[src/design/srmc_ram.sv]
// Generic single-write, single-read RAM with registered read data.
module srmc_ram #(
  parameter int WIDTH = 16,
  parameter int DEPTH = 256
) (
  input  logic                     clk,
  input  logic                     we,
  input  logic [$clog2(DEPTH)-1:0] waddr,
  input  logic [WIDTH-1:0]         wdata,
  input  logic [$clog2(DEPTH)-1:0] raddr,
  output logic [WIDTH-1:0]         rdata
);
  logic [WIDTH-1:0] mem [DEPTH];

  always_ff @(posedge clk) begin
    if (we) begin
      mem[waddr] <= wdata;
    end
    rdata <= mem[raddr];
  end
endmodule

[config.mk]
export PLATFORM = sky130hd
export DESIGN_NAME = srmc_ram
export DESIGN_NICKNAME = d
export VERILOG_FILES = /design/src/design/srmc_ram.sv
export SDC_FILE = /design/constraint.sdc
export NUM_CORES = 2
export LEC_CHECK = 0
export BUFFER_PORTS_ARGS = -buffer_cell sky130_fd_sc_hd__buf_4
export CAP_MARGIN = 10
export CORE_AREA = 2 2 630 475
export DETAILED_ROUTE_END_ITERATION = 6
export DIE_AREA = 0 0 632 477
export PLACE_DENSITY = 0.67
export RECOVER_POWER = 50
export REMOVE_ABC_BUFFERS = 1
export SLEW_MARGIN = 10
export SYNTH_ARGS = -nofsm -noshare
export SYNTH_HDL_FRONTEND = slang
export SYNTH_SLANG_ARGS = --single-unit
[constraint.sdc]
create_clock -name clk -period 3 [get_ports clk]
set_input_delay 0.6 -clock clk [delete_from_list [all_inputs] [get_ports clk]]
set_output_delay 0.6 -clock clk [all_outputs]
set_load 0.03 [all_outputs]
==> metrics.md <==
| Metric | Value |
|---|---|
| DR iter-0 viols | `13.07k` |
| Ranking of synthesized cells by area | `edfxtp_1 77%, mux4_2 11%, mux2i_1 3.6%` |
| Setup Fix Bufs, Post-CTS | `0` |
| Post-synth top area share | `77.50%` |
| Crit. Startpoint | `raddr[1]` |
| Vias per inst | `6.587` |
| Register area share after synthesis | `77.70%` |
| Hold Crit Class | `primary input to register` |
| Endpoints failing hold | `0` |
| Violated checks | `design-rule violations, max-capacitance violations, max-slew violations, negative setup slack` |
| Fin nets | `8327` |
| Synth area leader | `edfxtp_1` |
| Top-count cell post-synth | `edfxtp_1` |
| Global route total overflow | `0` |
| Root buffer cell | `clkbuf_16` |
| Via count | `82.65k` |
| Slew HR | `-102.6%` |
| Leakage | `58.90 nW` |
| Syn Inst Count | `7360` |
| Avg Inst Size Synth | `21.56 um2` |
| Sequential Power Share | `53.6%` |
| Area Overhead vs Synth | `15.00%` |
| Yosys warning total | `0` |
| Fillers | `20.11k` |
| Status | `finished, violations left` |
| Die Ht | `477 um` |
| Post-synth cell types | `52` |
| Longest Clk Path Bufs | `4` |
| Logic pwr share | `5.6%` |
| Final GP Congestion | `0.9785` |
| Finished Layout Cells | `12.55k` |
| Critical Path Sink Type | `register` |
| First-pass GRT wire length | `601900 um` |
| Number of synthesized flops with an enable pin | `4096` |
| Routed WL | `425900 um` |
| CP Launch Type | `primary input` |
| Sw Share | `21.28%` |
| Routed len/inst | `33.94 um` |
| Asr flop ratio synth | `0%` |
| Port bufs | `49` |
| Worst Path Max Fanout | `12` |
| Worst endpoint data arrival time | `3.90 ns` |
| DR pass1 iterations | `7` |
| Clock Pin Slew Worst Setup and Hold Paths | `0.06 ns` |
| Max-cap violations | `17` |
| Flops & latches, synth | `4112` |
| Antenna viol nets, final | `0` |
| Net Switching | `0.02520 W` |
| Min-delay src | `waddr[1]` |
| CTS tree | `built` |
| Hpwl dp | `268000 um` |
| Setup-failing EPs final | `2` |
| Clk Latency, worst-skew pair | `0.94 ns` |
| Initial antenna violation count | `29` |
| Number of global-route vias before repair | `79.81k` |
| Period minus WS final | `3.049 ns` |
| # IOs | `50` |
| Setup TNS | `-0.07093 ns` |
| H-tree depth | `5` |
| Gr usage total | `28.14%` |
| Worst r2r src | `mem[2][14]$_DFFE_PP_` |
| Top FF cell, synth | `edfxtp_1` |
| DIE WIDTH | `632 um` |
| Initial Util | `53.76%` |
| # DRC | `3` |
| CTS Sinks | `4112` |
| Post-Syn Area | `0.1587 mm2` |
| Slew @ Worst Pin | `3.039 ns` |
| Max frequency | `328.0 MHz` |
| Share of cells above drive strength 1 | `28.68%` |
| Largest net degree at the start of global routing | `107` |
| Setup WS pre-CTS | `-1.275 ns` |
| Crit path required time | `3.85 ns` |
| CTS Buf Count | `384` |
| Power Dens Cells | `649.0 mW/mm2` |
| Hold slack final | `0.3824 ns` |
| Fin crit share | `101.6%` |
| Core Footprint | `0.2952 mm2` |
| Die footprint | `0.3015 mm2` |
| Dpl cells | `11.84k` |
| Peak supply drop | `0.0005477 V` |
| Setup ws final | `-0.04867 ns` |
| RSZ-0062 raised after global routing | `yes` |
| Row count | `173` |
| Critical path type | `primary input to register` |
| Worst Skew | `0.04831 ns` |
| Fin. max-slew vios | `1036` |
| Clk pwr share | `40.8%` |
| Int Pwr | `0.09325 W` |
| Power Total | `0.1185 W` |
| Commonest cells in the synthesized netlist | `4096 x edfxtp_1, 797 x mux4_2, 565 x mux2i_1, 304 x nor2_1, 252 x o221ai_1` |
-- state kept, by name (all words and copies together), names as in the netlist --
signal and cells:
mem 4096, rdata 16
-- path summary, 6_finish.rpt --
check	to	slack [ns]	cells past startpoint
worst max-delay path	rdata[4]$_DFF_P_	-0.05	11
worst min-delay path	mem[171][9]$_DFFE_PP_	0.38	3
worst max register to register	rdata[14]$_DFF_P_	0.11	7
worst min register to register	rdata[15]$_DFF_P_	1.04	6
-- kinds of logic after synthesis --
logic type / count (synthesis) / share of synthesized area, %
buf+inv: 456 / 1.693
flops: 4112 / 77.70
simple gates: 556 / 1.574
compound gates: 786 / 3.537
mux: 1450 / 15.50
-- repair_timing --
item | 4_1_cts | 5_1_grt
resized for setup | 9 | 17
hold endpoints to repair | 9 | 0
pin swaps | 0 | 0
hold buffers | 1 | 0
endpoints found under the setup margin | 7 | 13
-- stage by stage --
stage | utilization [%] | instance area [um2]
2_1_floorplan | - | 156000
3_3_place_gp | 57.80 | 170600
3_5_place_dp | 57.80 | 170600
4_1_cts | 62.00 | 183100
5_1_grt | 61.81 | 182500
6_report | 61.82 | 182500
-- power groups by stage --
stage	logic (W)	registers [W]	clock network [W]
final	0.00662	0.0635	0.0484
after global routing	0.00687	0.0634	0.0511
after CTS	0.00661	0.0634	0.0489
after detailed placement	0.00658	0.0646	0
after global placement	0.00647	0.0646	0
after floorplan	0.00234	0.0647	0
-- critical path, cell delays in order --
cell and delay, ns:
buf_8 0.16, buf_4 0.24, buf_4 0.15, buf_4 0.21, nor2_1 0.45, buf_12 0.20
a221oi_1 0.09, a22oi_1 0.49, nand4_1 0.29, or4b_1 0.74, nor4_2 0.20
-- layout make-up --
type | count | area (um2) | area share (%)
Antenna cell | 12 | 30.03 | 0.01645
Clock buffer | 473 | 10140 | 5.558
Clock inverter | 219 | 2197 | 1.204
Inverter | 4 | 27.53 | 0.01508
Multi-Input combinational cell | 2792 | 33050 | 18.11
Sequential cell | 4112 | 123300 | 67.56
Tap cell | 3937 | 4926 | 2.699
Timing Repair Buffer | 999 | 8828 | 4.837
-- routing by layer --
layer  up-vias  wire length (um)  track usage, %
met5         -                25               0
met2      5274            185000           39.77
li1      33170                 -               -
met1     43520            172800           43.68
met3       679             54980           7.480
met4         6             13080           7.445
-- cell usage in the layout (no fill, tap or decap), drive strengths merged, types with 28 or more instances in the layout --
cell / count
nand3: 35
mux2: 88
o221ai: 253
clkinv: 152
nor3: 92
bufinv: 40
a21oi: 175
a221oi: 28
buf: 910
nor2: 304
o21ai: 38
a22o: 32
mux4: 797
clkbuf: 560
o22ai: 148
edfxtp: 4096
a22oi: 43
mux2i: 565
nand2: 38
(Power assumes the default switching activity.)
