## src/design/srmc_div.sv

```systemverilog
// Restoring divider, one quotient bit per cycle; a zero divisor gives all ones.
module srmc_div (
  input  logic        clk,
  input  logic        rst_n,
  input  logic        start,
  input  logic [15:0] dividend,
  input  logic [15:0] divisor,
  output logic        busy,
  output logic [15:0] quotient
);
  logic [15:0] q_r, q_nxt;
  logic [15:0] rem_r, rem_nxt;
  logic [15:0] dvs_r;
  logic [4:0]  cnt_r, cnt_nxt;
  logic        busy_r, busy_nxt;
  logic [16:0] trial;
  logic [16:0] shifted;

  always_comb begin
    shifted  = {rem_r, q_r[15]};
    trial    = shifted - {1'b0, dvs_r};
    q_nxt    = q_r;
    rem_nxt  = rem_r;
    cnt_nxt  = cnt_r;
    busy_nxt = busy_r;
    if (busy_r) begin
      if (trial[16]) begin
        rem_nxt = shifted[15:0];
        q_nxt   = {q_r[14:0], 1'b0};
      end else begin
        rem_nxt = trial[15:0];
        q_nxt   = {q_r[14:0], 1'b1};
      end
      cnt_nxt = cnt_r - 5'd1;
      if (cnt_r == 5'd1) begin
        busy_nxt = 1'b0;
      end
    end
  end

  always_ff @(posedge clk) begin
    if (!rst_n) begin
      busy_r <= 1'b0;
      cnt_r  <= '0;
    end else if (start) begin
      busy_r <= 1'b1;
      cnt_r  <= 5'd16;
      q_r    <= dividend;
      rem_r  <= '0;
      dvs_r  <= divisor;
    end else begin
      busy_r <= busy_nxt;
      cnt_r  <= cnt_nxt;
      q_r    <= q_nxt;
      rem_r  <= rem_nxt;
    end
  end

  assign busy     = busy_r;
  assign quotient = q_r;
endmodule

```

## config.mk

```make
export PLATFORM = sky130hd
export DESIGN_NAME = srmc_div
export DESIGN_NICKNAME = d
export VERILOG_FILES = /design/src/design/srmc_div.sv
export SDC_FILE = /design/constraint.sdc
export NUM_CORES = 1
export LEC_CHECK = 0
export ABC_AREA = 1
export ABC_CLOCK_PERIOD_IN_PS = 3300
export BUFFER_PORTS_ARGS = -buffer_cell sky130_fd_sc_hd__buf_2
export CAP_MARGIN = 20
export CORE_UTILIZATION = 40
export CTS_CLUSTER_DIAMETER = 50
export DETAILED_ROUTE_END_ITERATION = 8
export GPL_TIMING_DRIVEN = 0
export HOLD_SLACK_MARGIN = 0.02
export PLACE_DENSITY = 0.71
export SYNTH_ARGS = -nofsm -noshare
export SYNTH_HDL_FRONTEND = slang
export SYNTH_SLANG_ARGS = --single-unit
```

## constraint.sdc

```tcl
create_clock -name clk -period 3.3 [get_ports clk]
set_input_delay 0.33 -clock clk [delete_from_list [all_inputs] [get_ports clk]]
set_output_delay 0.33 -clock clk [all_outputs]
set_load 0.03 [all_outputs]
```

==> results.py, run 1 <==
metrics = {
    "run_status": {
        "status": "complete, no violations",
    },
    "logic_synthesis": {
        "async_reset_ff_frac": 0,
        "netlist.area_leader.share": 0.428,
        "synthFlopType": "edfxtp_1",
        "synth_area_leader_cell": "edfxtp_1",
        "ys_types": 30,
        "synth_edf_count": 48,
        "synthTopCellsByArea": "edfxtp_1, nand2_1, inv_1",
        "ys_warn_count": 0,
        "syn_inst": 429,
        "syn-cell-area_sq_um": 3370,
        "synth_fp_nets": 483,
        "syn_avg_cell_area_sq_um": 7.85,
        "ys_seq_area_frac": 0.464,
        "synth-seq-cells": 54,
    },
    "detailed_routing": {
        "vias": 2736,
        "wl_mm": 6.67,
        "first_pass_iters": 4,
        "drc": 0,
        "via_per_inst": 4.61,
        "ant_nets": 0,
        "wl_per_cell_um": 11.2,
        "drt_iter0_drc": 163,
    },
    "grt": {
        "grt_max_degree": 22,
        "grt_pass1_wl_mm": 11.5,
        "grt_usage": 0.165,
        "grt.overflow.total": 0,
        "antenna_found_initial": 0,
        "grt_pass1_vias": 2692,
    },
    "job": {
        "maxCapViolations": 0,
    },
    "placed_design": {
        "hpwlAfterDp_mm": 5.26,
        "port_buffers": 50,
        "place.gp.congestion": 0.828,
        "pre_cts_slack_ns": 0.907,
    },
    "clock_tree": {
        "hold_buffers": 0,
        "clockBufferDepth": 2,
        "cts.sinks": 54,
        "cts_resized": 0,
        "cts.clk_slew.worst_paths_ns": 0.10,
        "cts_inserted_buffers": 5,
        "cts_root_buffer": "clkbuf_8",
        "cts_tree": "built",
        "clock_latency_ns": 0.31,
        "post_cts_buffers": 0,
        "ctsHtreeMaxLevel": 2,
    },
    "floorplan": {
        "die_h_um": 93.7,
        "rows": 33,
        "fp.dieW_um": 93.7,
        "die-area_sq_um": 8790,
        "initial_utilization": 0.412,
        "core_sq_um": 8180,
        "ioPinCount": 52,
    },
    "pwr": {
        "power_switching_mw": 0.713,
        "switching_share": 0.363,
        "power_density_nw_per_um2": 509,
        "p_comb_frac": 0.366,
        "p_seq_frac": 0.447,
        "p_clk_frac": 0.186,
        "power.internal_mw": 1.25,
        "p_leak_nw": 1.99,
        "ir_drop_v": 0.000299,
    },
    "timing": {
        "fmax_ghz": 0.418,
        "whs_ns": 0.186,
        "fin_crit_ns": 2.39,
        "clock_skew_ns": 0.0111,
        "fin_ws_ns": 0.907,
        "setup_viol": 0,
        "finalCritPeriodShare": 0.725,
        "slew_headroom": 0.556,
        "rsz0062_at_grt": "false",
        "hold_viol_final": 0,
        "slew_violations": 0,
        "fin_setup_tns_ns": 0,
        "tightest_slew_ns": 0.664,
    },
    "setup_path": {
        "crit_path_end_kind": "flip-flop",
        "worstPathMaxFanout": 10,
        "path_common_cell": "nand2_2",
        "worstPathCellList": "inv_1 > ha_1 > fa_1 > inv_1 > nand2_1 > nand2_2 > nand3_2 > nand2_2 > nand2_2 > nand2_2 > nand2_2 > nand2_4 > buf_12 > nand2_2 > nand2_1 > inv_1",
        "crit_slowest_cell": "fa_1",
        "path_class": "reg2reg",
        "critical_path.max_stage_delay_ns": 0.40,
        "rrSetupSlack_ns": 0.91,
        "critPathLaunchType": "flip-flop",
        "cp.required_ns": 3.38,
        "cp.arrival_ns": 2.48,
    },
    "layout": {
        "final_layout_size_suffix_gt1_frac": 0.180,
        "fin_nets": 541,
        "num_antenna_cells": 0,
        "area_growth_syn_to_layout_pct": 14.8,
    },
    "worst_hold_path": {
        "hold_class": "in2reg",
    },
}
## layer usage
layer	part of all wire	global-route usage	up-vias
li1	-	-	1437
met2	0.49	0.293	55
met4	0.0097	0.0436	0
met5	0	0	-
met1	0.46	0.207	1238
met3	0.046	0.0283	6
## cell usage in the layout (no fill, tap or decap), drive strengths merged
cell type  instances
nand4              3
edfxtp            48
nand2            177
inv               71
buf               53
xnor2              1
o21ai              4
and2               2
or3                1
a31oi              1
and3               1
or2                1
ha                18
a21oi              8
nor2              53
clkbuf            11
nand3b             5
xor2               8
nor3               1
fa                 1
clkinvlp           2
dfxtp              6
nand3             12
## power by group through the flow
stage                     clock, mW  combinational, mW  sequential, mW
final                         0.366              0.719           0.879
after global routing          0.395              0.819           0.889
after CTS                     0.377              0.724           0.879
after detailed placement          0              0.721           0.894
after global placement            0              0.697           0.893
after floorplan                   0              0.520           0.923
## final cells by class
cell class              instances  area, sq um
clock inverters                 2         15.0
multi-input cells             297         1490
well taps                     105          131
clock buffers                   6         72.6
repair buffers                 51          278
inverters                      71          267
plain buffers                   7         50.0
fillers                       816         4310
flip-flops and latches         54         1560
## synthesized netlist by cell type, types with 2 or more instances
library cell,instances
inv_2,3
nand4_1,3
a21oi_1,7
nand3b_1,5
o21ai_0,4
edfxtp_1,48
nor2_1,42
and2_1,2
nand2_2,11
clkbuf_1,5
nand3_1,11
ha_1,18
nor2_2,9
nor2_4,2
nand2_1,165
inv_1,68
xor2_1,8
dfxtp_1,6
## stage by stage
stage | std cells | power [mW] | util | instance area, sq um
floorplan | 429 | 1.44 | - | 3370
global placement | 584 | 1.59 | 0.458 | 3750
detailed placement | 585 | 1.61 | 0.462 | 3770
CTS | 593 | 1.98 | 0.472 | 3860
global route | 593 | 2.10 | 0.472 | 3860
finish | 593 | 1.96 | 0.472 | 3860
## flip-flops by register name, indices dropped and copies added (netlist names)
register / count
dvs_r: 16
quotient: 16
rem_r: 16
cnt_r: 5
busy: 1
## worst max-delay path: cells and delay by family (launching register included)
kind / cells / cell delay, ns
DFF: 1 / 0.39
and+or+nand+nor: 10 / 0.83
adders and majority gates: 2 / 0.62
buffers and inverters: 4 / 0.33
## cells by family after synthesis
family | share of synthesized area
fa+ha+maj | 0.0729
compound gates | 0.0208
flops | 0.464
simple gates | 0.325
xor+xnor | 0.0234
buf+inv | 0.0941
## worst paths after layout
check	start	endpoint	depth (start not counted)
setup / recovery	quotient[15]	rem_r[15]	16
hold / removal	divisor[14]	dvs_r[14]	1
setup reg to reg	quotient[15]	rem_r[15]	16
hold reg to reg	cnt_r[3]	cnt_r[3]	2
(Power assumes the default switching activity.)
==> run 2: changes to the inputs <==
--- a/config.mk
+++ b/config.mk
@@ -6,7 +6,7 @@
 export NUM_CORES = 1
 export LEC_CHECK = 0
 export ABC_AREA = 1
-export ABC_CLOCK_PERIOD_IN_PS = 3300
+export ABC_CLOCK_PERIOD_IN_PS = 2500
 export BUFFER_PORTS_ARGS = -buffer_cell sky130_fd_sc_hd__buf_2
 export CAP_MARGIN = 20
 export CORE_UTILIZATION = 40
==> constraint.sdc (replaced) <==
create_clock -name clk -period 2.5 [get_ports clk]
set_input_delay 0.25 -clock clk [delete_from_list [all_inputs] [get_ports clk]]
set_output_delay 0.25 -clock clk [all_outputs]
set_load 0.03 [all_outputs]
==> run 2 against run 1 <==
  * Via count grew 0.51%
  * Non-clock buffer count grew 3
  * Worst setup slack lost 0.72 ns
  * Maximum frequency is 3.7% higher
  * Power increased by 33%
  * Routed wire length up 0.22%
  * Worst hold slack lost 0.080 ns
  * Largest power group unchanged
  * Highest routed layer unchanged
==> results.py, run 2 (synthesis results as in run 1) <==
metrics = {
    "run_status": {
        "status": "complete, no violations",
    },
    "detailed_routing": {
        "wl_per_cell_um": 11.2,
        "ant_nets": 0,
        "vias": 2750,
        "wl_mm": 6.69,
        "drt_iter0_drc": 165,
        "first_pass_iters": 4,
        "drc": 0,
        "via_per_inst": 4.61,
    },
    "floorplan": {
        "initial_utilization": 0.412,
        "core_sq_um": 8180,
        "die_h_um": 93.7,
        "rows": 33,
        "ioPinCount": 52,
        "die-area_sq_um": 8790,
        "fp.dieW_um": 93.7,
    },
    "layout": {
        "num_antenna_cells": 0,
        "fin_nets": 544,
        "final_layout_size_suffix_gt1_frac": 0.189,
        "mostFrequentLayoutCells": "nand2_1, inv_1, buf_2, edfxtp_1, nor2_1",
        "multi_input_area_sq_um": 1490,
        "instances_no_fill": 596,
        "fillCellCount": 814,
        "postLayoutCellArea_sq_um": 3890,
        "final_common_cell": "nand2_1",
        "area_growth_syn_to_layout_pct": 15.5,
        "register_area_sq_um": 1560,
    },
    "timing": {
        "fin_setup_tns_ns": 0,
        "fmax_ghz": 0.433,
        "setup_viol": 0,
        "finalCritPeriodShare": 0.923,
        "slew_headroom": 0.559,
        "fin_crit_ns": 2.31,
        "rsz0062_at_grt": "false",
        "slew_violations": 0,
        "tightest_slew_ns": 0.661,
        "hold_viol_final": 0,
        "clock_skew_ns": 0.0106,
    },
    "pwr": {
        "ir_drop_v": 0.000398,
        "p_leak_nw": 2.00,
        "total_power_mw": 2.61,
        "power_density_nw_per_um2": 672,
    },
    "clock_tree": {
        "cts_tree": "built",
        "clockBufferDepth": 2,
        "cts.clk_slew.worst_paths_ns": 0.10,
        "ctsHtreeMaxLevel": 2,
        "clock_latency_ns": 0.31,
        "hold_buffers": 0,
        "cts_inserted_buffers": 5,
        "cts_root_buffer": "clkbuf_8",
        "cts.sinks": 54,
    },
    "grt": {
        "antenna_found_initial": 0,
        "grt_pass1_vias": 2692,
        "grt_max_degree": 22,
        "grt_pass1_wl_mm": 11.5,
        "grt.overflow.total": 0,
        "grt_usage": 0.165,
    },
    "worst_hold_path": {
        "hold_class": "in2reg",
        "hold_depth": 1,
    },
    "setup_path": {
        "critical_path.max_stage_delay_ns": 0.39,
        "crit_slowest_cell": "edfxtp_1",
        "path_class": "reg2reg",
        "reg2regPathDepth": 16,
        "cp.arrival_ns": 2.39,
        "critPathLaunchType": "flip-flop",
        "worstPathCellList": "inv_1 > ha_2 > fa_2 > inv_1 > nand2_1 > nand2_2 > nand3_2 > nand2_2 > nand2_2 > nand2_2 > nand2_2 > nand2_4 > buf_12 > nand2_2 > nand2_1 > inv_1",
        "worstPathMaxFanout": 10,
        "crit_path_end_kind": "flip-flop",
        "path_common_cell": "nand2_2",
        "cp.required_ns": 2.58,
    },
    "placed_design": {
        "place.gp.congestion": 0.828,
        "hpwlAfterDp_mm": 5.26,
        "port_buffers": 50,
        "place_area_sq_um": 3770,
        "placed_cells": 585,
    },
    "job": {
        "maxCapViolations": 0,
    },
}
-- run 2: layer usage --
layer	part of all wire	GRT usage	wire length (um)
met4	0.0097	0.0436	65
met1	0.45	0.207	3000
met3	0.055	0.0283	369
met2	0.49	0.293	3250
met5	0	0	0
-- run 2: critical path, delay by kind of cell (launching register included) --
kind | cells | cell delay (ns)
buffers and inverters | 4 | 0.32
adders and majority gates | 2 | 0.54
DFF | 1 | 0.39
and+or+nand+nor | 10 | 0.84
-- run 2: final cells by class --
type / count / area share
Clock buffer: 6 / 0.0187
Sequential cell: 54 / 0.402
Timing Repair Buffer: 54 / 0.0766
Tap cell: 105 / 0.0338
Inverter: 71 / 0.0686
Buffer: 7 / 0.0129
Clock inverter: 2 / 0.00386
Multi-Input combinational cell: 297 / 0.384
-- run 2: final timing paths --
path | endpoint | slack [ns] | from
max | rem_r[15] | 0.19 | quotient[15]
max reg2reg | rem_r[15] | 0.19 | quotient[15]
min | dvs_r[14] | 0.11 | divisor[14]
min reg2reg | cnt_r[3] | 0.53 | cnt_r[3]
-- run 2: repair_timing --
item                                    in CTS  in global routing
endpoints found under the setup margin       0                 15
hold endpoints to repair                     0                  0
gates resized for setup                      0                  2
setup buffers                                0                  2
-- run 2: through the flow --
stage	util	hold WS [ns]	worst slack (ns)
floorplan	-	0.349	0.154
global placement	0.458	0.427	0.153
detailed placement	0.462	0.428	0.107
CTS	0.472	0.100	0.0980
global route	0.476	0.0974	0.0130
finish	0.476	0.107	0.192
-- run 2: report_power, final --
part | total (mW) | internal, mW | switching, mW
Combinational | 0.968 | 0.361 | 0.606
Clock | 0.484 | 0.198 | 0.286
Sequential | 1.16 | 1.11 | 0.0541
